## config.mk

```make
export PLATFORM = sky130hd
export DESIGN_NAME = pbcdt_cell
export DESIGN_NICKNAME = d
export VERILOG_FILES = /design/src/sv/packed_bcd_id_phone_table_top_macros.svh /design/src/sv/pbcdt_pkg.sv /design/src/sv/pbcdt_cell.sv
export SDC_FILE = /design/constraint.sdc
export NUM_CORES = 1
export LEC_CHECK = 0
export BUFFER_PORTS_ARGS = -buffer_cell sky130_fd_sc_hd__buf_2
export CAP_MARGIN = 20
export CORE_MARGIN = 2
export CORE_UTILIZATION = 45
export DETAILED_ROUTE_END_ITERATION = 12
export PLACE_DENSITY = 0.8
export SETUP_SLACK_MARGIN = 0.05
export SLEW_MARGIN = 10
export SYNTH_ARGS = -nofsm -noshare
export SYNTH_HDL_FRONTEND = slang
export SYNTH_SLANG_ARGS = --single-unit
```

## constraint.sdc

```tcl
create_clock -name clk -period 2 [get_ports clk]
set_input_delay 0.5 -clock clk [delete_from_list [all_inputs] [get_ports clk]]
set_output_delay 0.5 -clock clk [all_outputs]
set_load 0.005 [all_outputs]
```

## src/sv/packed_bcd_id_phone_table_top_macros.svh

```systemverilog
// Assertion macros used by the phone table RTL.
// Depends on a clock named clk and an active-low reset named arst_n in scope.
`ifndef PACKED_BCD_ID_PHONE_TABLE_TOP_MACROS_SVH
`define PACKED_BCD_ID_PHONE_TABLE_TOP_MACROS_SVH

// Same-cycle implication, checked outside reset
`define PBCDT_ASSERT_NOW(label, ante, cons) \
	label: assert property (@(posedge clk) disable iff (!arst_n) (ante) |-> (cons)) \
		else $error("pbcdt: same-cycle check failed");

// Next-cycle implication, checked outside reset
`define PBCDT_ASSERT_NXT(label, ante, cons) \
	label: assert property (@(posedge clk) disable iff (!arst_n) (ante) |=> (cons)) \
		else $error("pbcdt: next-cycle check failed");

`endif

```

## src/sv/pbcdt_pkg.sv

```systemverilog
// Shared types, constants and BCD pack/unpack helpers for the phone table.
// No dependencies; used by pbcdt_cell and packed_bcd_id_phone_table_top.
package pbcdt_pkg;

	localparam int TABLE_DEPTH  = 64;
	localparam int SLOT_W       = 6;
	localparam int CNT_W        = 7;
	localparam int ID_DIGITS    = 8;
	localparam int HEAD_DIGITS  = 3;
	localparam int TAIL_DIGITS  = 7;
	localparam int PHONE_DIGITS = HEAD_DIGITS + TAIL_DIGITS;
	localparam int KEY_W        = 4 * ID_DIGITS;
	localparam int PHONE_W      = 4 * PHONE_DIGITS;

	// High nibble of an ASCII digit
	localparam logic [3:0] ASCII_DIGIT_HI = 4'h3;

	typedef enum logic [0:0] {
		FUNC_INSERT = 1'b0,
		FUNC_LOOKUP = 1'b1
	} func_t;

	typedef logic [SLOT_W-1:0]  slot_t;
	typedef logic [CNT_W-1:0]   cnt_t;
	typedef logic [KEY_W-1:0]   key_t;
	typedef logic [PHONE_W-1:0] phone_t;

	typedef struct packed {
		func_t                      func;
		slot_t                      slot;
		logic [8*ID_DIGITS-1:0]     id_ascii;
		logic [8*HEAD_DIGITS-1:0]   phone_head_ascii;
		logic [8*TAIL_DIGITS-1:0]   phone_tail_ascii;
	} req_t;

	typedef struct packed {
		logic                       found;
		logic [8*HEAD_DIGITS-1:0]   phone_head_out;
		logic [8*TAIL_DIGITS-1:0]   phone_tail_out;
	} rsp_t;

	// Broadcast write to the cell row
	typedef struct packed {
		logic   en;
		slot_t  slot;
		key_t   key;
		phone_t phone;
	} wr_t;

	// Search word that walks the cell row, one cell per cycle
	typedef struct packed {
		logic   vld;
		key_t   key;
		logic   key_ok;
		cnt_t   left;
		logic   found;
		phone_t phone;
	} srch_t;

	// Pack eight ASCII id characters; (ch - '0') & 0xF is the low nibble of ch
	function automatic key_t pack_id(input logic [8*ID_DIGITS-1:0] id);
		key_t k;
		k = '0;
		for (int i = 0; i < ID_DIGITS; i++) begin
			k[4*i +: 4] = id[8*i +: 4];
		end
		return k;
	endfunction

	// An id can only match when every character is in '0'..'?'
	function automatic logic id_is_digit_range(input logic [8*ID_DIGITS-1:0] id);
		logic ok;
		ok = 1'b1;
		for (int i = 0; i < ID_DIGITS; i++) begin
			if (id[8*i+4 +: 4] != ASCII_DIGIT_HI) begin
				ok = 1'b0;
			end
		end
		return ok;
	endfunction

	function automatic phone_t pack_phone(input logic [8*HEAD_DIGITS-1:0] head,
			input logic [8*TAIL_DIGITS-1:0] tail);
		phone_t p;
		p = '0;
		for (int i = 0; i < TAIL_DIGITS; i++) begin
			p[4*i +: 4] = tail[8*i +: 4];
		end
		for (int i = 0; i < HEAD_DIGITS; i++) begin
			p[4*(TAIL_DIGITS+i) +: 4] = head[8*i +: 4];
		end
		return p;
	endfunction

	// Expand stored nibbles back to ASCII digits
	function automatic rsp_t unpack_result(input logic found, input phone_t p);
		rsp_t r;
		r = '0;
		if (found) begin
			r.found = 1'b1;
			for (int i = 0; i < TAIL_DIGITS; i++) begin
				r.phone_tail_out[8*i +: 8] = {ASCII_DIGIT_HI, p[4*i +: 4]};
			end
			for (int i = 0; i < HEAD_DIGITS; i++) begin
				r.phone_head_out[8*i +: 8] = {ASCII_DIGIT_HI, p[4*(TAIL_DIGITS+i) +: 4]};
			end
		end
		return r;
	endfunction

endpackage

```

## src/sv/pbcdt_cell.sv

```systemverilog
// One table slot: holds a packed key and phone word and checks the passing search word.
// Depends on pbcdt_pkg.
module pbcdt_cell (
	input  logic              clk,
	input  logic              arst_n,
	input  pbcdt_pkg::slot_t  cell_idx,
	input  pbcdt_pkg::wr_t    wr,
	input  pbcdt_pkg::srch_t  srch_in,
	output pbcdt_pkg::srch_t  srch_out
);
	import pbcdt_pkg::*;

	key_t   key_q;
	phone_t phone_q;
	logic   vld_q;
	srch_t  pay_q;
	srch_t  nxt;
	logic   live;
	logic   hit;

	// Store the record addressed to this slot
	always_ff @(posedge clk) begin
		if (wr.en && (wr.slot == cell_idx)) begin
			key_q   <= wr.key;
			phone_q <= wr.phone;
		end
	end

	// Compare only while the slot is inside the searched range and nothing matched yet
	assign live = srch_in.vld && (srch_in.left != '0);
	assign hit  = live && srch_in.key_ok && !srch_in.found && (srch_in.key == key_q);

	always_comb begin
		nxt = srch_in;
		if (live) begin
			nxt.left = srch_in.left - cnt_t'(1);
		end
		if (hit) begin
			nxt.found = 1'b1;
			nxt.phone = phone_q;
		end
	end

	// Advance the search word to the next cell
	always_ff @(posedge clk or negedge arst_n) begin
		if (!arst_n) begin
			vld_q <= 1'b0;
		end else begin
			vld_q <= srch_in.vld;
		end
	end

	always_ff @(posedge clk) begin
		pay_q <= nxt;
	end

	always_comb begin
		srch_out     = pay_q;
		srch_out.vld = vld_q;
	end

endmodule

```

# Word-level counts from Yosys, hierarchy flattened
# Index checks and enable logic that the tools add are counted.
# classes
add_sub_neg	1
n_eq_ne	2
muxes	2
n_reduce_logical	7
# op_table
op	n
40-bit two-way mux	1
32-bit == test	1
7-bit two-way mux	1
7-bit nonzero test	1
7-bit by 1-bit subtractor with 7-bit output (second input constant)	1
6-bit == test	1
1-bit logical AND	5
1-bit zero test	1
# word_totals
ff_bits	154
input_bits	169
out_inout_bits	82
wordCells	20

# Depth between registers and ports, before layout
# Gate-level depths: netlist (run 1).
# depth
word_depth	6
depth_mapped	8
depth_no_buf	7

# Worst setup path after synthesis (run 1)
# Ideal clock, no wire load.
# synth_timing
path_kind	input -> register
startpoint	input port cell_idx[3]
endpoint	register key_q[0], enable pin
setup_time_ns	0.679
arrival_time_ns	7.591
required_ns	1.321
slack_ns	-6.271
cell_stages	2
n_path_buf	0
cell_sequence	xor2_1 > nor4_1
# synth_via
elab_chain_cells	2
# synth_lines
item	line_no	source
from (decl)	pbcdt_cell.sv:6	input pbcdt_pkg::slot_t cell_idx,
6-bit == test	pbcdt_cell.sv:23	if (wr.en && (wr.slot == cell_idx)) begin
1-bit logical AND	pbcdt_cell.sv:23	
to (signal assigned)	pbcdt_cell.sv:24	key_q <= wr.key;
to (decl)	pbcdt_cell.sv:13	key_t key_q;
# Every way passes these cells.
# A chain may end at the register's enable or synchronous reset.

==> results of run 1 <==
## cell usage after synthesis, types with 2 or more instances
| cell type | n |
|---|---|
| dfxtp_1 | 81 |
| nor2_1 | 3 |
| nand4_1 | 6 |
| nor4_2 | 3 |
| nand2b_1 | 2 |
| nor4_1 | 2 |
| xnor2_1 | 29 |
| buf_6 | 4 |
| inv_1 | 9 |
| nand2_1 | 3 |
| edfxtp_1 | 72 |
| ha_1 | 2 |
| xor2_1 | 10 |
| mux2_4 | 39 |
## cells by family (layout without fill, tap and decap cells)
family                     after synthesis  count (layout)  synth area share, %
DFF                                    154             154                 74.7
xor gates and xnor gates                39              39                 6.70
buffers and inverters                   14             320                 1.69
muxes                                   40              40                 11.7
other                                    0               1                    0
AOI/OAI and AO/OA                        7               7                 1.30
and+or+nand+nor                         24              24                 3.39
adders and majority gates                2               2                0.491
## layout make-up
| class | instances | area, µm² |
|---|---|---|
| antenna | 1 | 2.50 |
| clock buffer | 18 | 439 |
| clock inverter | 14 | 148 |
| fill | 781 | 3480 |
| inverter | 9 | 33.8 |
| multi-input combinational | 112 | 1270 |
| sequential | 154 | 3810 |
| tap | 140 | 175 |
| timing repair buffer | 279 | 1580 |
## timing repair
action | CTS | global route
gates cloned | 1 | 1
setup endpoints to repair | 40 | 40
gates resized for setup | 4 | 2
pin swaps | 2 | 1
endpoints found under the hold margin | 1 | 0
buffers inserted | 3 | 2
hold buffers | 1 | 0
## power by group through the flow
stage / logic [mW] / clock network, mW / registers [mW]
CTS: 0.484 / 3.17 / 3.43
detailed placement: 0.477 / 0 / 3.50
global route: 0.522 / 3.30 / 3.44
global placement: 0.460 / 0 / 3.50
finish: 0.478 / 3.11 / 3.43
floorplan: 0.138 / 0 / 3.52
## routing by layer
metal  up-vias  GRT usage (%)  share of wire, %
met5         -              0                 0
met4         0           8.50               2.2
met3        19           7.35               8.6
met2       164           33.5                53
met1      1539           19.4                36
li1       1592              -                 -
## metrics by stage
step / power (mW) / setup slack (ns)
5_1_grt: 7.27 / -0.235
6_report: 7.02 / -0.0786
2_1_floorplan: 3.65 / -1.51
3_3_place_gp: 3.96 / -0.279
4_1_cts: 7.09 / -0.106
3_5_place_dp: 3.98 / -0.338
## final timing paths
check                      cells past startpoint                   end                 start  slack [ns]
min                                            1  srch_out[51]$_DFF_P_           srch_in[51]        0.21
max in group asynchronous                      2       vld_q$_DFF_PN0_                arst_n        1.52
min in group asynchronous                      2       vld_q$_DFF_PN0_                arst_n        0.40
max reg2reg                                    8   srch_out[8]$_DFF_P_    key_q[9]$_DFFE_PP_       -0.08
max                                            8   srch_out[8]$_DFF_P_    key_q[9]$_DFFE_PP_       -0.08
min reg2reg                                    1   srch_out[6]$_DFF_P_  phone_q[6]$_DFFE_PP_        0.47
## registers in the layout, indices dropped and copies added, names as in the netlist
| register | flops |
|---|---|
| key_q | 32 |
| srch_out | 81 |
| phone_q | 40 |
| vld_q | 1 |
==> impl_metrics.ini, run 1 <==
[synthesis]
syn-num-nets = 451
avgSynthCellArea_um2 = 18.2
synth_top_flop_cell = dfxtp_1
synth_top_cell_by_area = edfxtp_1
yosys_warnings = 0
synth.area.top_cells = edfxtp_1, dfxtp_1, mux2_4
netlist.area_leader.share_pct = 42.4
synth-edff-count = 72
syn-cell-area_um2 = 5100
synth_seq_area_share_pct = 74.7
async_reset_ff_share_pct = 0.649
ys_ff_latch = 154
synth_cell_types = 29
synth_cells = 280

[grt]
grt-ovfl-total = 0
antenna_found_initial = 1
gr-usage-all-layers_pct = 18.8
grt_max_degree = 37
grt_pass1_wl_mm = 17.6
first_global_vias = 3595

[place]
place_inst = 688
placed_area_um2 = 6750
hpwl_mm = 8.70
gp_congestion = 0.843
portBuffers = 250

[timing]
setup_viol = 40
tns_ns = -2.45
tightestPinTransition_ns = 0.456
fin_crit_sh_pct = 104
hold_ws_ns = 0.209
slew_headroom_pct = 69.3
skew_ns = 0.00843
setup_ws_ns = -0.0786
grt_setup_unrepaired = true
maxSlewViolCount = 0
period_needed_ns = 2.08
finalHoldViolCount = 0
max_freq_mhz = 481

[power_and_ir_drop]
switchingPower_mw = 1.45
p_clk_share_pct = 44.3
p_seq_share_pct = 48.9
max-vdd-ir-drop_v = 0.000809
p_per_area_nw_per_um2 = 942
switching_share_pct = 20.7
p_leak_nw = 3.42
combPwrFrac_pct = 6.8
internal_power_mw = 5.57

[detailed_routing]
first_iter_violations = 127
drt.antenna.violating_nets = 0
drt_wl_total_mm = 11.3
first_pass_iters = 4
route.detailed.drc = 0
via_count = 3314
viasPerCell = 4.56
wire_per_inst_um = 15.6

[layout]
layout_commonest_cell = buf_2
layout_common_cells = buf_2, dfxtp_1, edfxtp_1, mux2_4, xnor2_1
layout.nets = 744
syn_to_final_growth_pct = 46.2
drive_above_1_share_pct = 61.6
final_util_pct = 68.2
final_area_um2 = 7450
stdcell_count = 727

[worst_setup_path]
worstSetupPathType = reg -> reg
cp-start-kind = flip-flop
crit_slowest_cell = edfxtp_1
critical_path.cell_chain = xnor2_2 > o2111ai_2 > nor4_2 > buf_4 > nand4_4 > buf_12 > clkbuf_16 > mux2_4
cp_num_buf_inv = 3
cp_slowest_stage_delay_ns = 0.41
cp-end-kind = flip-flop
worst_ep_required_time_ns = 2.30
crit_family = buffers and inverters
cp.arrival_ns = 2.38
path_max_fanout = 5

[floorplan]
die_y_um = 110
design.portCount = 251
die-width_um = 110
die_area_um2 = 12200
rows = 38
initial_core_util_pct = 46.6
fp.coreArea_um2 = 10900

[status]
status = finished, violations left
violations = negative setup slack

[cts]
ctsRootBufferMaster = clkbuf_16
cts_tree = built
clk_pin_slew_worst_paths_ns = 0.06
clock-sinks = 154
clock_path_buffers = 2
clock_latency_ns = 0.41
numCtsBuffers = 17
htreeDepth = 4

[job]
max_cap_viol_count = 0

[hold_path]
hold_class = in -> reg
(Power assumes the default switching activity.)
==> run 2: changes to the inputs <==
Settings changed: CORE_UTILIZATION 45 to 47, CTS_BUF_LIST from default to sky130_fd_sc_hd__clkbuf_4 sky130_fd_sc_hd__clkbuf_8, PLACE_DENSITY 0.8 to 0.83.
==> run 2 against run 1 <==
  * The run still ends with negative setup slack left
  * Die area decreased by 4.1%
  * Critical path depth decreased by 1
  * Worst setup slack gained 0.025 ns
  * Flip-flop and latch count is the same
  * Sequential power barely moved
  * Non-clock buffer count down 10
  * Via count decreased by 1.7%
  * Largest power group unchanged
  * Utilization fell by 1.8 points
  * Clock skew grew 0.00080 ns
  * Largest cell class unchanged
==> impl_metrics.ini, run 2 (synthesis results as in run 1) <==
[cts]
post_cts_buffers = 0
clock_path_buffers = 2
htreeDepth = 4
clock_latency_ns = 0.44
cts_tree = built
numCtsBuffers = 17
clock-sinks = 154
ctsRootBufferMaster = clkbuf_8
clk_pin_slew_worst_paths_ns = 0.08

[worst_setup_path]
worstSetupPathType = reg -> reg
cp-end-kind = flip-flop
cp.arrival_ns = 2.38
path_max_fanout = 20
cp-start-kind = flip-flop
worst_ep_required_time_ns = 2.33

[grt]
gr-usage-all-layers_pct = 18.4
first_global_vias = 3372
antenna_found_initial = 0
grt_max_degree = 39
grt_pass1_wl_mm = 15.4
grt-ovfl-total = 0

[status]
status = finished, violations left
violations = negative setup slack

[job]
max_cap_viol_count = 0

[hold_path]
hold_class = in -> reg

[power_and_ir_drop]
max-vdd-ir-drop_v = 0.000674
combPwrFrac_pct = 7.8
p_leak_nw = 3.23
p_clk_share_pct = 35.0
switching_share_pct = 22.3
internal_power_mw = 4.66
p_seq_share_pct = 57.1
p_per_area_nw_per_um2 = 845
switchingPower_mw = 1.34

[layout]
final_area_um2 = 7100
layout.nets = 734
multi_input_area_um2 = 1270
diodes = 0
seq_area_um2 = 3810
drive_above_1_share_pct = 60.9
layout_common_cells = buf_2, dfxtp_1, edfxtp_1, mux2_4, xnor2_1
largest_reg_flops = 81
nFillCells = 786
layout_commonest_cell = buf_2
syn_to_final_growth_pct = 39.3

[place]
dpl_worst_slack_ns = -0.321
portBuffers = 250
gp_congestion = 0.763
hpwl_mm = 8.60
placed_area_um2 = 6710

[detailed_routing]
wl_met3_um = 983
routed-wl-met2_mm = 5.82
viasPerCell = 4.55
drt.antenna.violating_nets = 0
wire_per_inst_um = 15.1
first_iter_violations = 89
route.detailed.drc = 0
via_count = 3258
first_pass_iters = 4
met1_length_mm = 3.79
top_layer = met4
drt_wl_total_mm = 10.8

[timing]
fin_crit_sh_pct = 103
max_freq_mhz = 487
finalHoldViolCount = 0
skew_ns = 0.00923
slew_headroom_pct = 70.3
tightestPinTransition_ns = 0.441
setup_viol = 36
period_needed_ns = 2.05
grt_setup_unrepaired = true
setup_ws_ns = -0.0534
maxSlewViolCount = 0

[floorplan]
design.portCount = 251
die-width_um = 108
die_y_um = 108
initial_core_util_pct = 47.6
die_area_um2 = 11700
fp.coreArea_um2 = 10700
rows = 38
run 2: layout make-up:
type | count | area share, %
clock buffers | 17 | 3.30
clock inverters | 15 | 1.83
inverters | 9 | 0.476
multi-input cells | 112 | 17.9
flip-flops and latches | 154 | 53.6
well taps | 140 | 2.47
repair buffers | 269 | 20.4
run 2: power groups by stage:
stage / combinational [mW] / clock [mW] / sequential (mW)
2_1_floorplan: 0.138 / 0 / 3.52
3_5_place_dp: 0.471 / 0 / 3.50
4_1_cts: 0.476 / 2.17 / 3.43
3_3_place_gp: 0.455 / 0 / 3.50
6_report: 0.469 / 2.10 / 3.43
5_1_grt: 0.512 / 2.29 / 3.44
run 2: worst paths after layout:
kind | from | end | slack (ns) | cells past startpoint
worst min-delay path | srch_in[72] | srch_out[72]$_DFF_P_ | 0.18 | 1
min in group asynchronous | arst_n | vld_q$_DFF_PN0_ | 0.37 | 2
worst max register to register | key_q[9]$_DFFE_PP_ | srch_out[3]$_DFF_P_ | -0.05 | 7
worst min register to register | phone_q[23]$_DFFE_PP_ | srch_out[23]$_DFF_P_ | 0.47 | 1
max in group asynchronous | arst_n | vld_q$_DFF_PN0_ | 1.55 | 2
worst max-delay path | key_q[9]$_DFFE_PP_ | srch_out[3]$_DFF_P_ | -0.05 | 7
run 2: stage by stage:
step | std cells | hold slack [ns] | setup TNS, ns | utilization (%) | total power, mW
3_3_place_gp | 683 | 0.275 | -11.65 | 62.7 | 3.95
5_1_grt | 716 | 0.140 | -6.29 | 66.4 | 6.24
6_report | 716 | 0.177 | -1.44 | 66.4 | 6.00
4_1_cts | 716 | 0.138 | -4.14 | 66.4 | 6.08
3_5_place_dp | 683 | 0.279 | -12.28 | 62.7 | 3.97
2_1_floorplan | 280 | 0.204 | -110.00 | - | 3.65
run 2: critical path, stage by stage (launching register included):
cell and delay, ns:
edfxtp_1 0.43, xnor2_2 0.19, o2111ai_2 0.15, nor4_2 0.30, buf_4 0.16, nand4_4 0.16
buf_12 0.24, mux2_4 0.30
run 2: metal layers:
metal  track usage (%)  up-vias
li1                  -     1561
met1              17.6     1513
met2              33.6      163
met3              7.29       21
met4              9.71        0
met5                 0        -
run 2: repair_timing:
action | in CTS | in global routing
hold endpoints to repair | 1 | 0
gates resized for setup | 3 | 0
hold buffers | 1 | 0
setup endpoints to repair | 40 | 40
==> run 3: changes to the inputs <==
Settings changed: REMOVE_ABC_BUFFERS from default to 1.
==> run 3 against run 2 <==
  * The flow still finishes with violations (negative setup slack)
  * Cell count is 0.98% higher
  * Global-route usage is 0.31 points higher
  * Clock power is 14% higher
  * Sequential share of layout area is 0.27 points lower
  * Clock skew is 0.0023 ns lower
  * Register-to-register slack hardly changed
  * Sequential power hardly changed
  * Utilization is 0.34 points higher
  * Routed wire length is 2.2% higher
  * Combinational power hardly changed
  * Critical path depth stayed put
  * Via count is 2.0% higher
==> impl_metrics.ini, run 3 (synthesis results as in run 1) <==
[cts]
htreeDepth = 4
numCtsBuffers = 17
clock_latency_ns = 0.44
clock-sinks = 154
cts_tree = built
ctsRootBufferMaster = clkbuf_8
clk_pin_slew_worst_paths_ns = 0.08
clock_path_buffers = 2
post_cts_buffers = 0

[timing]
maxSlewViolCount = 0
fin_crit_sh_pct = 102
skew_ns = 0.00696
max_freq_mhz = 490
period_needed_ns = 2.04
tightestPinTransition_ns = 0.476
finalHoldViolCount = 0
setup_ws_ns = -0.0400
slew_headroom_pct = 68.3
tns_ns = -1.01
hold_ws_ns = 0.175
grt_setup_unrepaired = true
setup_viol = 40

[floorplan]
fp.coreArea_um2 = 10700
rows = 38
design.portCount = 251
die-width_um = 108
initial_core_util_pct = 47.6
die_y_um = 108
die_area_um2 = 11700

[layout]
seq_area_um2 = 3810
drive_above_1_share_pct = 59.7
largest_reg_flops = 81
syn_to_final_growth_pct = 40.0
layout.nets = 741
final_util_pct = 66.7
diodes = 0
layout_common_cells = buf_2, dfxtp_1, edfxtp_1, mux2_4, xnor2_1
multi_input_area_um2 = 1220
nFillCells = 753
layout_commonest_cell = buf_2

[power_and_ir_drop]
switchingPower_mw = 1.24
combPwrFrac_pct = 7.5
max-vdd-ir-drop_v = 0.000605
p_clk_share_pct = 38.0
switching_share_pct = 19.8
p_per_area_nw_per_um2 = 881
p_leak_nw = 3.29
internal_power_mw = 5.04
p_seq_share_pct = 54.5

[place]
hpwl_mm = 8.72
portBuffers = 250
gp_congestion = 0.783

[grt]
first_global_vias = 3337
grt_util_met3_pct = 7.72
grt_pass1_wl_mm = 15.6
grt-ovfl-total = 0
antenna_found_initial = 1
use_met1_pct = 18.0
grt_use_met2_pct = 33.9
gr-usage-all-layers_pct = 18.7
grt_busiest_layer = met2
grt_max_degree = 37

[detailed_routing]
drt.antenna.violating_nets = 0
first_pass_iters = 4
route.detailed.drc = 0
viasPerCell = 4.59
wire_per_inst_um = 15.3
via_count = 3322
first_iter_violations = 104
drt_wl_total_mm = 11.1

[hold_path]
hold_class = in -> reg

[worst_setup_path]
cp-end-kind = flip-flop
worst_ep_required_time_ns = 2.33
path_max_fanout = 16
cp-start-kind = flip-flop
cp.arrival_ns = 2.37
worstSetupPathType = reg -> reg

[job]
max_cap_viol_count = 0

[status]
violations = negative setup slack
status = finished, violations left
## run 3: critical path, stage by stage (launching register included)
cell      delay [ns]
edfxtp_1        0.39
xor2_1          0.18
a221o_1         0.30
nor4_4          0.18
buf_4           0.18
nand4_4         0.18
buf_12          0.23
mux2_4          0.30
## run 3: repair_timing
action / CTS / global route
endpoints found under the setup margin: 40 / 40
pin swaps: 1 / 0
hold buffers: 1 / 0
resized for setup: 3 / 0
endpoints found under the hold margin: 1 / 0
## run 3: worst paths after layout
check	from	to	slack [ns]	cells past startpoint
setup / recovery	key_q[28]$_DFFE_PP_	srch_out[17]$_DFF_P_	-0.04	7
hold reg to reg	phone_q[10]$_DFFE_PP_	srch_out[10]$_DFF_P_	0.47	1
hold / removal	srch_in[55]	srch_out[55]$_DFF_P_	0.18	1
setup reg to reg	key_q[28]$_DFFE_PP_	srch_out[17]$_DFF_P_	-0.04	7
max in group asynchronous	arst_n	vld_q$_DFF_PN0_	1.55	2
min in group asynchronous	arst_n	vld_q$_DFF_PN0_	0.36	2
## run 3: metal layers
metal	wire length [µm]	up-vias	share of wire, %
met5	11	-	0.099
met4	296	2	2.7
met1	3890	1535	35
met2	5850	172	53
met3	1040	33	9.3
li1	-	1580	-
## run 3: through the flow
stage                     total power, mW  cell area, µm²  worst slack [ns]  instances
after floorplan                      3.65            5040             -6.27        275
after global placement               3.94            6700            -0.264        690
after detailed placement             3.97            6700            -0.299        690
after CTS                            6.36            7140           -0.0559        723
after global routing                 6.51            7140            -0.122        723
final                                6.29            7140           -0.0400        723
## run 3: final cells by class
type                       count  share of cell area, %
sequential                   154                   53.4
tap                          140                   2.45
inverter                       9                  0.473
multi-input combinational    112                   17.1
timing repair buffer         276                   20.9
clock inverter                13                   2.19
clock buffer                  19                   3.49
## run 3: power groups by stage
stage	registers, mW	clock network (mW)	logic, mW
6_report	3.43	2.39	0.469
5_1_grt	3.44	2.56	0.510
4_1_cts	3.43	2.45	0.474
3_5_place_dp	3.50	0	0.468
3_3_place_gp	3.50	0	0.446
2_1_floorplan	3.52	0	0.128
